## config.mk

```make
export PLATFORM = sky130hd
export DESIGN_NAME = sensorless_six_step_commutator
export DESIGN_NICKNAME = d
export VERILOG_FILES = /design/src/rtl/core/ssc_pkg.sv /design/src/rtl/core/ssc_step_seq.sv /design/src/rtl/core/sensorless_six_step_commutator.sv
export SDC_FILE = /design/constraint.sdc
export NUM_CORES = 1
export LEC_CHECK = 0
export ABC_AREA = 1
export BUFFER_PORTS_ARGS = -buffer_cell sky130_fd_sc_hd__buf_2
export CAP_MARGIN = 5
export CORE_UTILIZATION = 55
export CTS_CLUSTER_DIAMETER = 120
export CTS_CLUSTER_SIZE = 30
export DETAILED_ROUTE_END_ITERATION = 6
export GPL_ROUTABILITY_DRIVEN = 0
export MAX_ROUTING_LAYER = met4
export PLACE_DENSITY = 0.79
export SYNTH_ARGS = -nofsm -noshare
export SYNTH_HDL_FRONTEND = slang
export SYNTH_HIERARCHICAL = 1
export SYNTH_SLANG_ARGS = --single-unit
export TNS_END_PERCENT = 10
```

## constraint.sdc

```tcl
create_clock -name clk -period 16.7 [get_ports clk]
set_clock_uncertainty 0.05 [all_clocks]
set_input_delay 1.67 -clock clk [delete_from_list [all_inputs] [get_ports clk]]
set_output_delay 1.67 -clock clk [all_outputs]
set_load 0.05 [all_outputs]
```

## src/rtl/core/ssc_pkg.sv

```systemverilog
// ----------------------------------------------------------------------------
// ssc_pkg
// Shared types and constants for the sensorless six-step commutator.
// ----------------------------------------------------------------------------
package ssc_pkg;

  localparam int unsigned STEP_W     = 3;
  localparam int unsigned COUNT_W    = 8;
  localparam int unsigned CFG_IDX_W  = 3;
  localparam int unsigned CFG_DATA_W = 16;
  localparam int unsigned IN_DATA_W  = 40;
  localparam int unsigned OUT_DATA_W = 48;

  localparam logic [STEP_W-1:0]  STEP_FIRST = 3'd1;
  localparam logic [STEP_W-1:0]  STEP_LAST  = 3'd6;
  localparam logic [COUNT_W-1:0] COUNT_MAX  = 8'd255;
  localparam logic [COUNT_W-1:0] HANDOFF_MIN_CROSSINGS = 8'd20;
  localparam int unsigned        HANDOFF_MAX_INTERVAL  = 2000;
  localparam logic [16:0]        POLL_HYSTERESIS       = 17'd500;

  typedef enum logic [1:0] {
    CMD_SAMPLE     = 2'd0,
    CMD_COMMUTATE  = 2'd1,
    CMD_ZERO_CROSS = 2'd2,
    CMD_NONE       = 2'd3
  } cmd_t;

  typedef enum logic [CFG_IDX_W-1:0] {
    REG_FORWARD_DIR     = 3'd0,
    REG_INVERT_POLARITY = 3'd1,
    REG_MISMATCH_LIMIT  = 3'd2,
    REG_CHANGEOVER      = 3'd3,
    REG_ADVANCE         = 3'd4,
    REG_GUARDED_HANDOFF = 3'd5,
    REG_SPARE_6         = 3'd6,
    REG_SPARE_7         = 3'd7
  } reg_idx_t;

  typedef struct packed {
    logic [STEP_W-1:0] step;
    logic              rising;
    logic              wrapped;
  } step_upd_t;

endpackage

```

## src/rtl/core/ssc_step_seq.sv

```systemverilog
// ----------------------------------------------------------------------------
// ssc_step_seq
// Next commutation step, expected back-EMF polarity and wrap flag.
// ----------------------------------------------------------------------------
module ssc_step_seq (
  input  logic [ssc_pkg::STEP_W-1:0] step,
  input  logic                       forward_dir,
  input  logic                       invert_polarity,
  output ssc_pkg::step_upd_t         upd
);

  logic [ssc_pkg::STEP_W-1:0] next_step;
  logic                       wrap;
  logic                       rising;

  always_comb begin
    if (forward_dir) begin
      if (step >= ssc_pkg::STEP_LAST) begin
        next_step = ssc_pkg::STEP_FIRST;
        wrap      = 1'b1;
      end else begin
        next_step = step + 3'd1;
        wrap      = 1'b0;
      end
      rising = next_step[0];
    end else begin
      if (step <= ssc_pkg::STEP_FIRST || step > ssc_pkg::STEP_LAST) begin
        next_step = ssc_pkg::STEP_LAST;
        wrap      = 1'b1;
      end else begin
        next_step = step - 3'd1;
        wrap      = 1'b0;
      end
      rising = ~next_step[0];
    end
  end

  assign upd.step    = next_step;
  assign upd.rising  = rising ^ invert_polarity;
  assign upd.wrapped = wrap;

endmodule

```

## src/rtl/core/sensorless_six_step_commutator.sv

```systemverilog
// ----------------------------------------------------------------------------
// sensorless_six_step_commutator
// Sensorless BLDC six-step commutation with back-EMF sample counting.
// ----------------------------------------------------------------------------
// Usage:
//   Input stream in_*: one event per transaction. in_tuser carries the
//   command (sample, commutate, zero-cross); in_tdata carries comparator
//   level, brake, average interval and timer count.
//   Output stream out_*: exactly one result per input transaction, giving
//   step, polarity, match count, mode, filtered interval, advance and the
//   drive, wrap and closed-loop pulses after the event.
//   Config port: cfg_wr_en with cfg_index and cfg_wdata writes one register;
//   write only while no transaction is in flight.
//   Result: registered; valid in the cycle after the input transaction.
//   Throughput: one event per clock while no result is held; state and result
//   register update on the same edge, so the next event may follow immediately.
//   Stall: a held result keeps in_tready low until out_tready takes it;
//   in_tready returns in the cycle the result is taken.
//   Reset: rst_n low (synchronous) returns registers to defaults, step 1,
//   poll mode on, counters and interval cleared, output empty.
// ----------------------------------------------------------------------------
module sensorless_six_step_commutator #(
  parameter int unsigned INTERVAL_BITS = 16
) (
  input  logic                               clk,
  input  logic                               rst_n,
  // in_tdata: comparator_level[0], brake_active[1], average_interval[17:2],
  //           timer_count[33:18], zero fill [39:34]
  input  logic                               in_tvalid,
  output logic                               in_tready,
  input  logic [ssc_pkg::IN_DATA_W-1:0]      in_tdata,
  // in_tuser: command[1:0]
  input  logic [1:0]                         in_tuser,
  // out_tdata: phase_step[2:0], expect_rising[3], bemf_count[11:4],
  //            poll_mode[12], filtered_interval[28:13], advance_ticks[44:29],
  //            drive_update[45], wrapped[46], closed_loop_start[47]
  output logic                               out_tvalid,
  input  logic                               out_tready,
  output logic [ssc_pkg::OUT_DATA_W-1:0]     out_tdata,
  input  logic                               cfg_wr_en,
  input  logic [ssc_pkg::CFG_IDX_W-1:0]      cfg_index,
  input  logic [ssc_pkg::CFG_DATA_W-1:0]     cfg_wdata
);

  localparam int unsigned IW = INTERVAL_BITS;
  localparam int unsigned CW = (IW > 16) ? IW : 16;
  localparam int unsigned SW = CW + 2;
  localparam int unsigned PW = IW + 6;

  // configuration
  logic        forward_dir_r;
  logic        invert_polarity_r;
  logic [7:0]  mismatch_limit_r;
  logic [15:0] changeover_r;
  logic [5:0]  advance_r;
  logic        guarded_r;

  // state
  logic [ssc_pkg::STEP_W-1:0]  step_r,     step_nxt;
  logic                        rising_r,   rising_nxt;
  logic [ssc_pkg::COUNT_W-1:0] match_r,    match_nxt;
  logic [ssc_pkg::COUNT_W-1:0] mismatch_r, mismatch_nxt;
  logic                        poll_r,     poll_nxt;
  logic [IW-1:0]               interval_r, interval_nxt;
  logic [ssc_pkg::COUNT_W-1:0] crossing_r, crossing_nxt;

  // output register
  logic                            out_valid_r, out_valid_nxt;
  logic [ssc_pkg::OUT_DATA_W-1:0]  out_data_r,  out_data_nxt;

  ssc_pkg::cmd_t      cmd;
  ssc_pkg::step_upd_t upd;
  logic               level;
  logic               brake;
  logic [15:0]        avg;
  logic [15:0]        tcount;
  logic               in_fire;
  logic               drive;
  logic               wrap;
  logic               start;
  logic [ssc_pkg::COUNT_W-1:0] mm_inc;
  logic [SW-1:0]      filt_sum;
  logic [PW-1:0]      adv_prod;
  logic [15:0]        adv_ticks;

  assign cmd    = ssc_pkg::cmd_t'(in_tuser);
  assign level  = in_tdata[0];
  assign brake  = in_tdata[1];
  assign avg    = in_tdata[17:2];
  assign tcount = in_tdata[33:18];

  assign in_tready  = ~out_valid_r | out_tready;
  assign in_fire    = in_tvalid & in_tready;
  assign out_tvalid = out_valid_r;
  assign out_tdata  = out_data_r;

  ssc_step_seq u_step_seq (
    .step            (step_r),
    .forward_dir     (forward_dir_r),
    .invert_polarity (invert_polarity_r),
    .upd             (upd)
  );

  assign filt_sum = SW'(tcount) + SW'({interval_r, 1'b0}) + SW'(interval_r);
  assign mm_inc   = (mismatch_r < ssc_pkg::COUNT_MAX) ? mismatch_r + 8'd1 : mismatch_r;

  always_comb begin
    step_nxt     = step_r;
    rising_nxt   = rising_r;
    match_nxt    = match_r;
    mismatch_nxt = mismatch_r;
    poll_nxt     = poll_r;
    interval_nxt = interval_r;
    crossing_nxt = crossing_r;
    drive        = 1'b0;
    wrap         = 1'b0;
    start        = 1'b0;
    unique case (cmd)
      ssc_pkg::CMD_SAMPLE: begin
        if (~level == rising_r) begin
          match_nxt = (match_r < ssc_pkg::COUNT_MAX) ? match_r + 8'd1 : match_r;
        end else begin
          mismatch_nxt = mm_inc;
          if (mm_inc > mismatch_limit_r) begin
            match_nxt = '0;
          end
        end
      end
      ssc_pkg::CMD_COMMUTATE, ssc_pkg::CMD_ZERO_CROSS: begin
        step_nxt   = upd.step;
        rising_nxt = upd.rising;
        wrap       = upd.wrapped;
        drive      = ~brake;
        match_nxt  = '0;
        if ({1'b0, avg} > 17'(changeover_r) + ssc_pkg::POLL_HYSTERESIS) begin
          poll_nxt = 1'b1;
        end
        if (cmd == ssc_pkg::CMD_ZERO_CROSS) begin
          interval_nxt = filt_sum[IW+1:2];
          mismatch_nxt = '0;
          crossing_nxt = (crossing_r < ssc_pkg::COUNT_MAX) ? crossing_r + 8'd1
                                                           : crossing_r;
          if (guarded_r) begin
            start = (crossing_nxt >= ssc_pkg::HANDOFF_MIN_CROSSINGS) &&
                    (CW'(interval_nxt) <= CW'(ssc_pkg::HANDOFF_MAX_INTERVAL));
          end else begin
            start = CW'(interval_nxt) < CW'(changeover_r);
          end
          if (start) begin
            poll_nxt = 1'b0;
          end
        end
      end
      ssc_pkg::CMD_NONE: begin
      end
      default: begin
      end
    endcase
  end

  assign adv_prod  = PW'(advance_r) * PW'(interval_nxt);
  assign adv_ticks = 16'(adv_prod >> 6);

  always_comb begin
    out_valid_nxt = out_valid_r;
    out_data_nxt  = out_data_r;
    if (out_valid_r && out_tready) begin
      out_valid_nxt = 1'b0;
    end
    if (in_fire) begin
      out_valid_nxt = 1'b1;
      out_data_nxt  = {start, wrap, drive, adv_ticks, 16'(interval_nxt),
                       poll_nxt, match_nxt, rising_nxt, step_nxt};
    end
  end

  always_ff @(posedge clk) begin
    if (!rst_n) begin
      forward_dir_r     <= 1'b1;
      invert_polarity_r <= 1'b0;
      mismatch_limit_r  <= 8'd2;
      changeover_r      <= 16'd2500;
      advance_r         <= 6'd16;
      guarded_r         <= 1'b0;
    end else if (cfg_wr_en) begin
      unique case (ssc_pkg::reg_idx_t'(cfg_index))
        ssc_pkg::REG_FORWARD_DIR:     forward_dir_r     <= cfg_wdata[0];
        ssc_pkg::REG_INVERT_POLARITY: invert_polarity_r <= cfg_wdata[0];
        ssc_pkg::REG_MISMATCH_LIMIT:  mismatch_limit_r  <= cfg_wdata[7:0];
        ssc_pkg::REG_CHANGEOVER:      changeover_r      <= cfg_wdata;
        ssc_pkg::REG_ADVANCE:         advance_r         <= cfg_wdata[5:0];
        ssc_pkg::REG_GUARDED_HANDOFF: guarded_r         <= cfg_wdata[0];
        ssc_pkg::REG_SPARE_6, ssc_pkg::REG_SPARE_7: begin
        end
        default: begin
        end
      endcase
    end
  end

  always_ff @(posedge clk) begin
    if (!rst_n) begin
      step_r      <= ssc_pkg::STEP_FIRST;
      rising_r    <= 1'b0;
      match_r     <= '0;
      mismatch_r  <= '0;
      poll_r      <= 1'b1;
      interval_r  <= '0;
      crossing_r  <= '0;
      out_valid_r <= 1'b0;
    end else begin
      out_valid_r <= out_valid_nxt;
      if (in_fire) begin
        step_r     <= step_nxt;
        rising_r   <= rising_nxt;
        match_r    <= match_nxt;
        mismatch_r <= mismatch_nxt;
        poll_r     <= poll_nxt;
        interval_r <= interval_nxt;
        crossing_r <= crossing_nxt;
      end
    end
  end

  always_ff @(posedge clk) begin
    out_data_r <= out_data_nxt;
  end

endmodule
```

Yosys cells after proc, flatten, opt, wreduce, memory -nomap -nowiden

Index checks and enable logic that the tools add are counted.

Output and inout bits: 50
Word-level logic and storage cells: 101
Input bits: 66
Register bits after elaboration: 127

Bitwise gates (word level): 7
Mux-type cells: 30
Add/subtract/negate cells: 8
Reductions and logical operators: 17
$lt $le $gt $ge: 11
Equality and inequality tests: 10
Multiply operators: 1

Operators by type and width:

| cell                  | count |
|---|---|
| $mux 8                | 7 |
| $mux 16               | 2 |
| $pmux 8 s2            | 2 |
| $add 8x1->8 const B   | 3 |
| $lt 8x8->1 const B    | 3 |
| $mul 6x16->22         | 1 |
| $add 16x17->18        | 1 |
| $add 18x16->18        | 1 |
| $add 16x9->17 const B | 1 |
| $gt 16x17->1          | 1 |
| $le 16x11->1 const B  | 1 |
| $lt 16x16->1          | 1 |
| $mux 3                | 5 |
| $mux 1                | 14 |
| $reduce_and 2->1      | 7 |
| $ge 8x5->1 const B    | 1 |
| $gt 8x8->1            | 1 |
| $eq 3x2->1 const B    | 2 |
| $eq 3x3->1 const B    | 2 |
| $ne 2x2->1 const B    | 2 |
| $not 1->1             | 4 |
| $reduce_and 4->1      | 1 |
| $reduce_bool 2->1     | 2 |
| $add 3x1->3 const B   | 1 |
| 17 further kinds      | 18 |

Longest topological paths before layout

Word-level depth: 10
Mapped depth: 35
Mapped depth without buffers: 35

Hierarchy

Netlist, hierarchy kept.

Modules (own cells, without submodules):

| module                         | area an instance (µm²) | cells each | sequential area each (µm²) | instances |
|---|---|---|---|---|
| sensorless_six_step_commutator | 10545.1                | 1398       | 3022.9                     | 1 |
| ssc_step_seq                   | 181.4                  | 32         | 0.0                        | 1 |

Worst setup path after synthesis

Ideal clock, no wire load.

Kind: input-to-reg
Start: in in_tdata[19] in the netlist's numbering
End: reg out_data_r (netlist bit out_tdata[38]), data pin
Stages on the path: 27
Slack: 9824 ps
Data required time: 16389 ps
Data arrival time: 6565 ps
Setup time: 261 ps
Path through: inv_1 fa_1 nor2_1 fa_1 nand3_1 nand3b_1 nand2_1 inv_1 o21ai_0 nor2_1 fa_1 fa_1 inv_1 fa_1 inv_1 ha_1 nand2_1 inv_1 a221oi_1 nand2_2 nand2_2 nand2_2 nand2_1 nand2_2 nand2_1 nand2_2 xor2_2

Longest elaborated chain between the ends: 5

Ends and longest elaborated chain:

| element                | line                                  | text |
|---|---|---|
| start, declared        | sensorless_six_step_commutator.sv:31  | `input logic [ssc_pkg::IN_DATA_W-1:0] in_tdata,` |
| $add 16x17->18         | sensorless_six_step_commutator.sv:104 | `assign filt_sum = SW'(tcount) + SW'({interval_r, 1'b0}) + SW'(interval_r);` |
| $add 18x16->18         | sensorless_six_step_commutator.sv:104 |  |
| $mux 16                | sensorless_six_step_commutator.sv:138 | `if (cmd == ssc_pkg::CMD_ZERO_CROSS) begin` |
| $mux 16                | sensorless_six_step_commutator.sv:118 | `unique case (cmd)` |
| $mul 6x16->22          | sensorless_six_step_commutator.sv:161 | `assign adv_prod = PW'(advance_r) * PW'(interval_nxt);` |
| named net adv_prod[15] | sensorless_six_step_commutator.sv:83  | `logic [PW-1:0] adv_prod;` |
| end signal, assigned   | sensorless_six_step_commutator.sv:226 | `out_data_r <= out_data_nxt;` |
| end, declared          | sensorless_six_step_commutator.sv:69  | `logic [ssc_pkg::OUT_DATA_W-1:0] out_data_r, out_data_nxt;` |

The timed path passes the listed nets, and every way through them passes these cells.
A chain may end at the register's enable or synchronous reset.

Worst setup path in the final report

Start: in in_tdata[19] in the netlist's numbering
End: reg out_data_r (netlist bit out_tdata[43]), data pin

Same word-level chain as after synthesis.

==> impl_metrics.tcl <==
set metrics [dict create \
    status "finished, final reports clean" \
    worst_pin_slew_ns 1.193 \
    layout_commonest_cell "nand2_1" \
    reg2regPathDepth 26 \
    ys_seq_area_share_pct 28.18 \
    drv_slew 0 \
    place_ws_ns 8.929 \
    grt_pass1_wl_um 42940 \
    cp_max_fo 7 \
    drtAntennaViolNets 0 \
    layout_setup_ws_ns 9.172 \
    synth_area_um2 10730 \
    portBuffers 109 \
    cts.sinks 127 \
    drt_drc_violations_left 0 \
    post_drt_wl_per_cell_um 14.20 \
    syn-num-nets 1659 \
    slew_headroom_pct 20.30 \
    synth.distinct_cells 48 \
    min_to "mismatch_limit_r[3]$_SDFFE_PN0P_" \
    drt_iter0_markers 682 \
    syn2layout_area_growth_pct 12.81 \
    antenna_found_initial 0 \
    final_cell_mix "nand2_1, inv_1, nor2_1, buf_2, a21oi_1" \
    htree_num_levels 4 \
    p_per_area_nw_per_um2 80.46 \
    syn_inst 1430 \
    cp-start-kind "input pin" \
    drtPass1Iterations 5 \
    ctsHoldBuffers 0 \
    via_per_inst 5.307 \
    fin_crit_ns 7.528 \
    hold_ws_ns 0.4154 \
    finalPower_uw 973.6 \
    setup_violations 0 \
    antennaDiodeCount 0 \
    grtUsageTotal_pct 27.96 \
    cts_setup_buffers 0 \
    n_fill_cell 1661 \
    cts_tree "yes" \
    row_count 50 \
    num_vias 9585 \
    r2r_slack_ns 10.10 \
    die-area_um2 20060 \
    endpoint_kind "flip-flop" \
    worstHoldStart "mismatch_limit_r[3]$_SDFFE_PN0P_" \
    hold_depth 2 \
    place_area_um2 11510 \
    crit_arrival_ns 7.67 \
    irDropWorstVdd_mv 0.07823 \
    numCtsBuffers 17 \
    fp.dieH_um 141.7 \
    design_area_um2 12100 \
    hold_class "flip-flop to flip-flop" \
    grt_max_degree 54 \
    clk_pin_slew_worst_paths_ns 0.06 \
    worst-setup-path-type "input pin to flip-flop" \
    max_freq_ghz 0.1328 \
    clkLatencyLatePin_ns 0.44 \
    cts-root-buf "clkbuf_16" \
    clockBufferDepth 2 \
    finalWirelength_um 25650 \
    synth_edf_count 48 \
    r2r-start "interval_r[1]$_SDFFE_PN0P_" \
    drive_above_1_share_pct 11.19 \
    core_area_um2 18890 \
    initial_core_util_pct 56.77 \
    cap_viol_max_count 0 \
    synthArstFlopShare_pct 0 \
    hold_viol 0 \
    syn_area_per_cell_um2 7.501 \
    rsz0062_at_grt "no" \
    ys_ff_latch 127 \
    final.setup.tns_ns 0 \
    fin_crit_sh_pct 45.08 \
    p_leak_uw 0.006326 \
    yosys_warnings 6 \
    ios 116 \
    worstPathRequired_ns 16.84 \
    hpwlAfterDp_um 19080 \
    post_cts_resized 0 \
    timing.rr.end "out_tdata[43]$_DFFE_PP_" \
    synth-main-ff-cell "dfxtp_1" \
    die_x_um 141.7 \
    nets 1762 \
    grt_overflow_total 0 \
    first_global_vias 9100 \
]
synth_stat cells, drive strengths merged (5+ instances only):
cell type | count | area share (%)
a21oi | 101 | 4.7
clkbuf | 28 | 0.98
dfxtp | 79 | 15
edfxtp | 48 | 13
fa | 72 | 13
ha | 91 | 11
inv | 280 | 9.8
nand2 | 297 | 11
nand3 | 55 | 2.7
nand3b | 5 | 0.35
nand4 | 10 | 0.64
nor2 | 153 | 5.4
nor3 | 16 | 0.85
o211ai | 8 | 0.56
o21ai | 111 | 5.2
xor2 | 32 | 2.7
where the power goes:
| part | switching (µW) | internal, µW | leakage, µW |
|---|---|---|---|
| registers | 10.5 | 343 | 0.00113 |
| logic | 170 | 73.8 | 0.00492 |
| clock network | 164 | 212 | 0.000282 |
| total | 344 | 629 | 0.00633 |
critical path: stages:
cell	delay, ns
buf_2	0.10
inv_1	0.06
fa_1	0.46
nor2_1	0.25
fa_1	0.30
nand3_1	0.12
nand2_1	0.13
nand3_1	0.11
nand3_1	0.09
nand2_1	0.05
nand2_1	0.08
inv_1	0.10
o21ai_1	0.47
nor2_1	0.12
fa_1	0.52
fa_1	0.55
inv_1	0.06
fa_1	0.55
inv_1	0.05
ha_1	0.40
a21oi_1	0.18
inv_1	0.06
a31oi_1	0.19
nor2_1	0.07
a2111oi_0	0.56
nand3_1	0.18
xor2_1	0.19
cell type report:
| type | instances | area [µm²] | share of cell area (%) |
|---|---|---|---|
| flip-flops and latches | 127 | 3023 | 24.98 |
| repair buffers | 113 | 575.6 | 4.756 |
| inverters | 282 | 1064 | 8.789 |
| clock inverters | 13 | 110.1 | 0.9099 |
| well taps | 260 | 325.3 | 2.688 |
| multi-input cells | 992 | 6528 | 53.94 |
| clock buffers | 19 | 475.5 | 3.929 |
layer usage:
metal / track usage (%) / part of all wire [%]
met4: 8.885 / 2.4
met5: - / 0
met2: 46.85 / 48
met3: 4.252 / 6.2
met1: 34.72 / 43
metrics by stage:
step | cells | utilization [%]
2_1_floorplan | 1430 | -
3_3_place_gp | 1774 | 60.95
3_5_place_dp | 1774 | 60.95
4_1_cts | 1806 | 64.05
5_1_grt | 1806 | 64.05
6_report | 1806 | 64.05
sequential cells by signal, summed over array words and instances, names as in the netlist, 3 cells and up:
name	count
interval_r	16
advance_r	6
step_r	3
changeover_r	16
out_tdata	48
mismatch_limit_r	8
crossing_r	8
mismatch_r	8
match_r	8
how the worst max path moves through the flow:
stage | to | startpoint | slack [ns]
2_1_floorplan | out_tdata[38]$_DFFE_PP_ | in_tdata[19] | 9.82
3_3_place_gp | out_tdata[43]$_DFFE_PP_ | in_tdata[19] | 8.93
3_5_place_dp | out_tdata[43]$_DFFE_PP_ | in_tdata[19] | 8.93
4_1_cts | out_tdata[43]$_DFFE_PP_ | in_tdata[19] | 9.34
5_1_grt | out_tdata[43]$_DFFE_PP_ | in_tdata[19] | 8.75
6_report | out_tdata[43]$_DFFE_PP_ | in_tdata[19] | 9.17
cells by family after synthesis:
kind of cell / after synthesis / synth area share [%]
XOR/XNOR: 36 / 3.009
adder cells (fa/ha/maj): 163 / 24.05
buffers and inverters: 311 / 10.96
flip-flops: 127 / 28.18
AND/OR/NAND/NOR: 545 / 21.30
AO/OA/AOI/OAI: 248 / 12.49
(Power assumes the default switching activity.)
